**config.mk**
```make
export PLATFORM = sky130hd
export DESIGN_NAME = decimal_seven_segment_scan_top
export DESIGN_NICKNAME = d
export VERILOG_FILES = /design/src/rtl/core/dss_pkg.sv /design/src/rtl/core/dss_in_reg.sv /design/src/rtl/core/dss_scan.sv /design/src/rtl/core/decimal_seven_segment_scan_top.sv
export VERILOG_INCLUDE_DIRS = /design/src /design/src/rtl/core
export SDC_FILE = /design/constraint.sdc
export NUM_CORES = 1
export LEC_CHECK = 0
export BUFFER_PORTS_ARGS = -buffer_cell sky130_fd_sc_hd__buf_2
export CORE_MARGIN = 5
export CORE_UTILIZATION = 55
export CTS_CLUSTER_DIAMETER = 50
export DETAILED_ROUTE_END_ITERATION = 10
export PLACE_DENSITY = 0.81
export SLEW_MARGIN = 5
export SYNTH_ARGS = -nofsm -noshare
export SYNTH_HDL_FRONTEND = slang
export SYNTH_SLANG_ARGS = --single-unit
```
**constraint.sdc**
```tcl
create_clock -name i_clk -period 13.16 [get_ports i_clk]
set_clock_uncertainty 0.1 [all_clocks]
set_input_delay 1.316 -clock i_clk [delete_from_list [all_inputs] [get_ports i_clk]]
set_output_delay 1.316 -clock i_clk [all_outputs]
set_load 0.005 [all_outputs]
```
**src/rtl/core/decimal_seven_segment_scan_top_defines.svh**
```systemverilog
// Assertion macros used by the display scan top level.
`ifndef DECIMAL_SEVEN_SEGMENT_SCAN_TOP_DEFINES_SVH
`define DECIMAL_SEVEN_SEGMENT_SCAN_TOP_DEFINES_SVH

// Check a property on every rising clock edge outside reset.
`define DSS_ASSERT(lbl, prop, msg) \
    lbl: assert property (@(posedge i_clk) disable iff (!i_rst_n) prop) else $error(msg);

// Check that a condition implies another one in the same cycle.
`define DSS_ASSERT_IMPL(lbl, cond, expr, msg) \
    lbl: assert property (@(posedge i_clk) disable iff (!i_rst_n) (cond) |-> (expr)) \
        else $error(msg);

`endif

```
**src/rtl/core/dss_pkg.sv**
```systemverilog
// Types, constants and lookup functions for the decimal display scan.
package dss_pkg;

    localparam int VALUE_W   = 27;
    localparam int SEL_W     = 3;
    localparam int SEG_W     = 8;
    localparam int DIGIT_W   = 4;
    localparam int POSITIONS = 8;
    localparam int RADIX     = 10;

    localparam logic [VALUE_W-1:0] DEC_LIMIT = 27'd100000000;
    localparam logic [SEL_W-1:0]   LAST_POS  = 3'd7;

    typedef logic [VALUE_W-1:0] t_value;
    typedef logic [DIGIT_W-1:0] t_digit;

    // One digit beat leaving the scan unit.
    typedef struct packed {
        logic             valid;
        logic [SEL_W-1:0] sel;
        logic [SEG_W-1:0] pattern;
        logic             last;
    } t_beat;

    // Place value of a scan position: 10^(7 - pos).
    function automatic t_value dss_pow10(input logic [SEL_W-1:0] pos);
        t_value r;
        unique case (pos)
            3'd0:    r = 27'd10000000;
            3'd1:    r = 27'd1000000;
            3'd2:    r = 27'd100000;
            3'd3:    r = 27'd10000;
            3'd4:    r = 27'd1000;
            3'd5:    r = 27'd100;
            3'd6:    r = 27'd10;
            default: r = 27'd1;
        endcase
        return r;
    endfunction

    // Common-cathode pattern, segment a in bit 0, point always dark.
    function automatic logic [SEG_W-1:0] dss_seg(input t_digit d);
        logic [SEG_W-1:0] r;
        unique case (d)
            4'd0:    r = 8'h3f;
            4'd1:    r = 8'h06;
            4'd2:    r = 8'h5b;
            4'd3:    r = 8'h4f;
            4'd4:    r = 8'h66;
            4'd5:    r = 8'h6d;
            4'd6:    r = 8'h7d;
            4'd7:    r = 8'h07;
            4'd8:    r = 8'h7f;
            4'd9:    r = 8'h6f;
            default: r = 8'h00;
        endcase
        return r;
    endfunction

endpackage

```
**src/rtl/core/dss_in_reg.sv**
```systemverilog
// Input holding register: folds the value below 10^8 and waits for the scan unit.
module dss_in_reg import dss_pkg::*; (
    input  logic               i_clk,
    input  logic               i_rst_n,
    input  logic               i_s_tvalid,
    output logic               o_s_tready,
    input  logic [VALUE_W-1:0] i_value,
    input  logic               i_take,
    output logic               o_valid,
    output logic [VALUE_W-1:0] o_value
);

    logic         r_valid;
    t_value       r_value;
    t_value       n_value;
    logic         w_accept;

    assign o_s_tready = !r_valid;
    assign w_accept   = i_s_tvalid && !r_valid;

    // Values up to 2^27-1 stay below 2 * 10^8, so one subtract drops the high digits.
    assign n_value = (i_value >= DEC_LIMIT) ? (i_value - DEC_LIMIT) : i_value;

    always_ff @(posedge i_clk) begin
        if (!i_rst_n) begin
            r_valid <= 1'b0;
        end else if (w_accept) begin
            r_valid <= 1'b1;
        end else if (i_take) begin
            r_valid <= 1'b0;
        end
    end

    always_ff @(posedge i_clk) begin
        if (w_accept) begin
            r_value <= n_value;
        end
    end

    assign o_valid = r_valid;
    assign o_value = r_value;

endmodule

```
**src/rtl/core/dss_scan.sv**
```systemverilog
// Digit scan unit: peels one decimal digit per cycle while the output is free, most significant first.
module dss_scan import dss_pkg::*; #(
    parameter int FIRST_POS = 0
) (
    input  logic               i_clk,
    input  logic               i_rst_n,
    input  logic               i_load_valid,
    input  logic [VALUE_W-1:0] i_load_value,
    output logic               o_load_take,
    input  logic               i_out_free,
    output t_beat              o_beat
);

    logic             r_busy;
    logic [SEL_W-1:0] r_pos;
    t_value           r_rem;
    t_value           n_rem;
    t_value           w_pow;
    t_value           w_thr [RADIX];
    logic [RADIX-2:0] w_ge;
    t_digit           w_digit;
    logic             w_advance;
    logic             w_done;
    logic             w_take;

    assign w_advance = r_busy && i_out_free;
    assign w_done    = w_advance && (r_pos == LAST_POS);
    assign w_take    = i_load_valid && (!r_busy || w_done);

    // Digit is the count of multiples of the place value not above the remainder.
    always_comb begin
        w_pow = dss_pow10(r_pos);
        for (int d = 0; d < RADIX; d++) begin
            w_thr[d] = w_pow * VALUE_W'(d);
        end
        for (int d = 1; d < RADIX; d++) begin
            w_ge[d-1] = (r_rem >= w_thr[d]);
        end
        w_digit = DIGIT_W'($countones(w_ge));
        n_rem   = r_rem - w_thr[w_digit];
    end

    always_ff @(posedge i_clk) begin
        if (!i_rst_n) begin
            r_busy <= 1'b0;
        end else if (w_take) begin
            r_busy <= 1'b1;
        end else if (w_done) begin
            r_busy <= 1'b0;
        end
    end

    always_ff @(posedge i_clk) begin
        if (!i_rst_n) begin
            r_pos <= '0;
        end else if (w_take) begin
            r_pos <= '0;
        end else if (w_advance) begin
            r_pos <= r_pos + SEL_W'(1);
        end
    end

    always_ff @(posedge i_clk) begin
        if (w_take) begin
            r_rem <= i_load_value;
        end else if (w_advance) begin
            r_rem <= n_rem;
        end
    end

    // Positions ahead of the first shown one are peeled without a beat.
    assign o_beat.valid   = w_advance && (r_pos >= SEL_W'(FIRST_POS));
    assign o_beat.sel     = r_pos;
    assign o_beat.pattern = dss_seg(w_digit);
    assign o_beat.last    = (r_pos == LAST_POS);
    assign o_load_take    = w_take;

endmodule

```
**src/rtl/core/decimal_seven_segment_scan_top.sv**
```systemverilog
// Multiplexed eight-digit decimal seven-segment display scan, top level.
// Each value beat on the slave side becomes DIGIT_COUNT digit beats on the master side, one
// per driven position from 8 - DIGIT_COUNT up to 7, most significant first; the beat of
// position 7 carries tlast. Values of 10^8 or more show their low eight digits. The scan
// unit peels one decimal digit per cycle through all eight positions while the output
// register is free, so a value occupies it for all eight positions whatever DIGIT_COUNT is,
// and it takes the next value as it finishes position 7. The input register holds the
// next value during a scan and the output register holds each digit beat, so the first
// beat of a value passes the input, remainder and output registers and hidden positions.
module decimal_seven_segment_scan_top import dss_pkg::*; #(
    parameter int DIGIT_COUNT = 8
) (
    input  logic        i_clk,
    input  logic        i_rst_n,
    input  logic        i_s_tvalid,
    output logic        o_s_tready,
    input  logic [31:0] i_s_tdata,   // [26:0] display_value, [31:27] zero
    output logic        o_m_tvalid,
    input  logic        i_m_tready,
    output logic [7:0]  o_m_tdata,   // [7:0] segment_pattern
    output logic [2:0]  o_m_tuser,   // [2:0] digit_select
    output logic        o_m_tlast    // last_digit
);

    `include "decimal_seven_segment_scan_top_defines.svh"

    localparam int DIGITS    = (DIGIT_COUNT < 1) ? 1 :
                               ((DIGIT_COUNT > POSITIONS) ? POSITIONS : DIGIT_COUNT);
    localparam int FIRST_POS = POSITIONS - DIGITS;
    localparam logic [SEL_W-1:0] FIRST_SEL = SEL_W'(FIRST_POS);

    logic             w_buf_valid;
    t_value           w_buf_value;
    logic             w_take;
    logic             w_out_free;
    t_beat            w_beat;

    logic             r_out_valid;
    logic [SEL_W-1:0] r_out_sel;
    logic [SEG_W-1:0] r_out_pat;
    logic             r_out_last;

    dss_in_reg u_in_reg (
        .i_clk      (i_clk),
        .i_rst_n    (i_rst_n),
        .i_s_tvalid (i_s_tvalid),
        .o_s_tready (o_s_tready),
        .i_value    (i_s_tdata[VALUE_W-1:0]),
        .i_take     (w_take),
        .o_valid    (w_buf_valid),
        .o_value    (w_buf_value)
    );

    dss_scan #(
        .FIRST_POS (FIRST_POS)
    ) u_scan (
        .i_clk        (i_clk),
        .i_rst_n      (i_rst_n),
        .i_load_valid (w_buf_valid),
        .i_load_value (w_buf_value),
        .o_load_take  (w_take),
        .i_out_free   (w_out_free),
        .o_beat       (w_beat)
    );

    // Advance the scan only when the output register can take the beat.
    assign w_out_free = !r_out_valid || i_m_tready;

    always_ff @(posedge i_clk) begin
        if (!i_rst_n) begin
            r_out_valid <= 1'b0;
        end else if (w_out_free) begin
            r_out_valid <= w_beat.valid;
        end
    end

    always_ff @(posedge i_clk) begin
        if (w_out_free && w_beat.valid) begin
            r_out_sel  <= w_beat.sel;
            r_out_pat  <= w_beat.pattern;
            r_out_last <= w_beat.last;
        end
    end

    assign o_m_tvalid = r_out_valid;
    assign o_m_tdata  = r_out_pat;
    assign o_m_tuser  = r_out_sel;
    assign o_m_tlast  = r_out_last;

    `DSS_ASSERT_IMPL(a_last_sel, o_m_tvalid && o_m_tlast, o_m_tuser == LAST_POS, "last beat off position 7")
    `DSS_ASSERT_IMPL(a_sel_shown, o_m_tvalid, o_m_tuser >= FIRST_SEL, "beat for a hidden position")
    `DSS_ASSERT_IMPL(a_point_dark, o_m_tvalid, o_m_tdata[SEG_W-1] == 1'b0, "decimal point lit")
    `DSS_ASSERT(a_take_busy, w_take |-> w_buf_valid, "scan loaded from an empty buffer")

endmodule

```
==> impl_metrics.tcl, run 1 <==
set metrics [dict create \
    status "finished clean" \
    drt-total-wl_um 49000 \
    grt_max_degree 45 \
    grt_pass1_vias 14070 \
    grt_pass1_wl_um 75780 \
    pre_cts_slack_ns 0.6971 \
    cts_buffer_depth 2 \
    max-cap-violations 0 \
    clkSinkCount 71 \
    setup_violations 0 \
    ys_ff_latch 71 \
    antenna_left 0 \
    hold_viol_final 0 \
    worst-slew-pin-transition_ns 1.039 \
    cp_slowest_stage_delay_ns 0.59 \
    num_rows 59 \
    met2_usage 0.5316 \
    fin_crit_sh 0.9650 \
    worstSetupPathType "reg2reg" \
    clock_latency_ns 0.34 \
    synth.avg_cell_area_um2 8.212 \
    placed_cells 2139 \
    slew_viol_final 0 \
    vias_per_cell 6.794 \
    final_cells 2155 \
    whs_path_depth 2 \
    die_h_um 171.8 \
    synth.top_cell.area_share 0.2728 \
    cts_setup_buffers 0 \
    overflow 0 \
    final_area_mm2 0.01562 \
    setup_slack_ns 0.4600 \
    hold_buffers 0 \
    synth.most_common_cell "ha_1" \
    fill_cells 2287 \
    track_usage 0.3261 \
    synthTopCellsByCount "314 x ha_1, 144 x a21oi_1, 127 x o21ai_0" \
    reg2reg_depth 50 \
    crit_top_cell "ha_1" \
    max-slew-margin-rel 0.2896 \
    cts_tree "yes" \
    drtPass1Iterations 6 \
    seq_area_frac_synth 0.1438 \
    die_w_um 171.8 \
    finalNetCount 2183 \
    met3_usage 0.04574 \
    cts-buffers-inserted 9 \
    gp_congestion 1.032 \
    clk_pin_slew_ns 0.07 \
    io_pins 50 \
    cp-start-kind "register" \
    fmax_mhz 78.74 \
    slowest_stage "fa_1" \
    busiest_layer "met2" \
    route.detailed.drc 0 \
    hold_path_class "reg2reg" \
    dpl_cell_area_mm2 0.01530 \
    coreArea_mm2 0.02591 \
    drtIter0Drc 1584 \
    yosys_warnings 0 \
    period_needed_ns 12.70 \
    dp_hpwl_um 38850 \
    synth_cell_types 89 \
    netlist_instances 1754 \
    worstSetupEndpointType "register" \
    vias 14640 \
    area_delta_synth_final_pct 8.461 \
    synth_area_mm2 0.01440 \
    rsz0062_at_grt "no" \
    synthFlopType "edfxtp_1" \
    antenna_found_initial 0 \
    clockRootBuffer "clkbuf_16" \
    dieArea_mm2 0.02953 \
    numPortBuffers 43 \
    synth-async-reset-ratio 0 \
    crit_required_ns 13.23 \
    synth_edf_count 65 \
    cp_max_fo 13 \
    synth_area_leaders "ha_1 27%, edfxtp_1 14%, a21oi_1 5.0%" \
    yosysTopAreaCell "ha_1" \
    antennaDiodeCount 0 \
    h-tree-depth 3 \
    grtUsageMet1 0.4292 \
    cts_resized 0 \
    drive_above_1_share 0.08901 \
    fin_tns_setup_ns 0 \
    initial_utilization 0.5559 \
    worstPathArrival_ns 12.77 \
    post_drt_wl_per_cell_um 22.74 \
]
[state kept, by name, indices dropped and copies added, names as in the netlist]
register and flops:
u_in_reg.o_value 27, o_m_tvalid 1, u_scan.r_pos 3, u_scan.r_rem 27, o_m_tuser 3, o_m_tdata 7
u_in_reg.o_valid 1, u_scan.r_busy 1, o_m_tlast 1
[final timing paths]
kind,slack (ns),to,from
worst max-delay path,0.46,u_scan.r_rem[25],u_scan.r_pos[0]
worst min register to register,0.42,u_scan.r_rem[8],u_in_reg.o_value[8]
worst min-delay path,0.42,u_scan.r_rem[8],u_in_reg.o_value[8]
worst max register to register,0.46,u_scan.r_rem[25],u_scan.r_pos[0]
[cell usage in the layout (no fill, tap or decap), types with 7 or more instances in the layout]
cell type	netlist	final
nor3_1	39	39
fa_1	18	17
and2_1	7	7
buf_2	3	43
o2111ai_1	7	7
a221oi_1	8	7
nand4_1	36	36
nand3_1	31	31
nor4_1	12	12
o21a_1	44	44
a211o_1	8	8
o211ai_1	15	15
and3_1	17	17
ha_1	314	312
o21bai_1	10	10
clkbuf_16	0	9
nor2_1	120	119
inv_1	86	86
o31ai_1	17	17
xnor2_1	65	65
edfxtp_1	65	65
xor2_1	44	44
a21o_1	71	71
nor2b_1	31	30
a211oi_1	20	20
o21ai_1	8	8
a31oi_1	29	29
a21oi_1	144	143
mux2i_1	9	9
a2111oi_0	9	9
nand2_1	114	114
nand2b_1	28	28
buf_4	1	58
o21ai_0	127	126
[layer usage]
layer,up-vias,share of wire
met2,753,0.45
met1,6958,0.41
met4,0,0.053
met3,171,0.087
li1,6759,-
met5,-,0
[per-stage QoR]
stage / hold slack (ns) / util
final: 0.4231 / 0.6029
after global routing: 0.4459 / 0.6029
after CTS: 0.4234 / 0.6024
after detailed placement: 0.4075 / 0.5904
after global placement: 0.4006 / 0.5904
after floorplan: 0.3659 / -
[cell families (layout without fill, tap and decap cells)]
kind of cell / after synthesis / in the layout / share of synthesized area
compound gates: 597 / 597 / 0.2717
flops: 71 / 71 / 0.1439
fa+ha+maj: 332 / 332 / 0.2978
other cells: 2 / 5 / 0.0005214
simple gates: 476 / 476 / 0.1650
buf+inv: 151 / 214 / 0.04048
xor+xnor: 110 / 110 / 0.06741
mux: 15 / 15 / 0.01329
[layout make-up]
| type | count | area [um^2] | share of cell area |
|---|---|---|---|
| Clock buffer | 10 | 239.0 | 0.01530 |
| Timing Repair Buffer | 102 | 670.6 | 0.04293 |
| Inverter | 96 | 361.6 | 0.02315 |
| Clock inverter | 6 | 72.57 | 0.004645 |
| Sequential cell | 71 | 2073 | 0.1327 |
| Tap cell | 335 | 419.2 | 0.02683 |
| Multi-Input combinational cell | 1535 | 11790 | 0.7544 |
[critical path: cells and delay by family, from the launching register on]
kind | cells | cell delay, ns
AOI/OAI and AO/OA | 19 | 4.20
adders and majority gates | 12 | 4.43
buffers and inverters | 8 | 1.25
and+or+nand+nor | 9 | 1.73
DFF | 1 | 0.38
xor gates and xnor gates | 2 | 0.43
Power of run 1 is left out: the tool's default activity adds up to more than one toggle a clock period on the data nets, which glitch-free logic cannot reach.
==> run 2: changes to the inputs <==
Settings changed: ABC_AREA from default to 1.
==> impl_metrics.tcl, run 2 <==
set metrics [dict create \
    status "finished clean" \
    synth-async-reset-ratio 0 \
    cp-start-kind "register" \
    hold_viol_final 0 \
    cp_max_fo 11 \
    ys_ff_latch 71 \
    synthFlopType "edfxtp_1" \
    synth_area_leaders "ha_1 26%, nand2_1 13%, edfxtp_1 13%" \
    drt-total-wl_um 57950 \
    cp_slowest_stage_delay_ns 0.58 \
    final_common_cell "nand2_1" \
    initial_utilization 0.5539 \
    dieArea_mm2 0.03118 \
    synth_area_mm2 0.01526 \
    cts_buffer_depth 2 \
    coreArea_mm2 0.02755 \
    synthAdderAreaFrac 0.2811 \
    antennaDiodeCount 0 \
    drive_above_1_share 0.07851 \
    grt_max_degree 41 \
    fin_tns_setup_ns 0 \
    die_w_um 176.6 \
    fmax_mhz 86.06 \
    synth_cell_types 67 \
    grt_pass1_wl_um 87630 \
    synthMuxAreaShare 0 \
    max-cap-violations 0 \
    cts_resized 0 \
    setup_violations 0 \
    numPortBuffers 43 \
    period_needed_ns 11.62 \
    h-tree-depth 3 \
    yosys_warnings 0 \
    synth_top_family_by_area "simple AND/OR/NAND/NOR gates" \
    vias 16860 \
    final_cell_mix "534 x nand2_1, 314 x ha_1, 246 x inv_1" \
    antenna_found_initial 0 \
    cts_tree "yes" \
    crit_required_ns 13.15 \
    crit_top_cell "inv_1" \
    clk_pin_slew_ns 0.07 \
    clockRootBuffer "clkbuf_16" \
    rsz0062_at_grt "no" \
    worstSetupPathType "reg2reg" \
    drtIter0Drc 1930 \
    track_usage 0.3627 \
    overflow 0 \
    io_pins 50 \
    worst-slew-pin-transition_ns 0.8986 \
    yosysTopAreaCell "ha_1" \
    num_rows 61 \
    synth_edf_count 65 \
    synthTopCellsByCount "534 x nand2_1, 314 x ha_1, 246 x inv_1" \
    synth.top_cell.area_share 0.2574 \
    gp_congestion 1.078 \
    worstSetupEndpointType "register" \
    fill_cells 2639 \
    hold_path_class "reg2reg" \
    synth-simple-area-share 0.2822 \
    route.detailed.drc 0 \
    slowest_stage "fa_1" \
    slew_viol_final 0 \
    synth-compound-area-share 0.1780 \
    hold_buffers 0 \
    fin_crit_sh 0.8830 \
    cts-buffers-inserted 9 \
    antenna_left 0 \
    seq_area_frac_synth 0.1358 \
    die_h_um 176.6 \
    synth.avg_cell_area_um2 6.798 \
    max-slew-margin-rel 0.3987 \
    clkSinkCount 71 \
    clock_latency_ns 0.35 \
    netlist_instances 2245 \
    post_drt_wl_per_cell_um 21.39 \
    drtPass1Iterations 8 \
    synth-xor-area-share 0.04722 \
    finalNetCount 2694 \
    vias_per_cell 6.223 \
    synth.most_common_cell "nand2_1" \
    dp_hpwl_um 47190 \
    area_delta_synth_final_pct 8.773 \
    grt_pass1_vias 15580 \
    cts_setup_buffers 0 \
    worstPathArrival_ns 11.61 \
]
[run 2: cell types whose count changed in the layout (fill, tap and decap cells not counted), sizes merged, moves of 45 or more]
cell and change:
a21oi +77, a21o -62, nor2 +50, inv +160
xnor2 -45, nand2 +436, nand3 +107
[run 2: critical path: cells and delay by family (launching register included)]
kind            cells  cell delay [ns]
buf+inv            14             1.84
fa+ha+maj          11             4.20
xor+xnor            2             0.32
simple gates       21             2.98
compound gates     10             1.47
flops               1             0.42
[run 2: final timing paths]
check	startpoint	end	slack (ns)	cells past startpoint
worst max-delay path	u_scan.r_pos[0]	u_scan.r_rem[23]	1.54	58
worst min-delay path	u_scan.r_busy	o_m_tvalid	0.40	2
worst max register to register	u_scan.r_pos[0]	u_scan.r_rem[23]	1.54	58
worst min register to register	u_scan.r_busy	o_m_tvalid	0.40	2
[run 2: cell families (layout without fill, tap and decap cells)]
| kind of cell | after synthesis | after routing |
|---|---|---|
| other | 2 | 5 |
| AO/OA/AOI/OAI | 471 | 471 |
| flip-flops | 71 | 71 |
| adder cells (fa/ha/maj) | 332 | 332 |
| XOR/XNOR | 78 | 78 |
| AND/OR/NAND/NOR | 996 | 996 |
| buffers and inverters | 295 | 378 |
[run 2: layout make-up]
type / instances / area [um^2] / area share
flip-flops and latches: 71 / 2072 / 0.1248
clock buffers: 9 / 225.2 / 0.01357
multi-input cells: 1882 / 12060 / 0.7265
clock inverters: 7 / 76.32 / 0.004598
well taps: 378 / 473.0 / 0.02849
inverters: 255 / 959.7 / 0.05781
repair buffers: 107 / 733.2 / 0.04417
[run 2: metrics by stage]
stage	instances	area [um^2]	hold slack, ns	worst slack, ns	util
after floorplan	2248	15270	0.3569	2.418	-
after global placement	2693	16300	0.3854	1.975	0.5915
after detailed placement	2693	16300	0.3943	1.857	0.5915
after CTS	2709	16600	0.4045	1.745	0.6025
after global routing	2709	16600	0.4307	0.8139	0.6025
final	2709	16600	0.4015	1.540	0.6025
[run 2: per-layer routing]
layer | vias to the layer above | share of wire | global-route usage
met5 | - | 0 | 0
met2 | 962 | 0.42 | 0.5566
met3 | 242 | 0.11 | 0.07152
met4 | 0 | 0.067 | 0.2044
li1 | 7938 | - | -
met1 | 7715 | 0.40 | 0.4774
Power of run 2 is left out for the same reason.
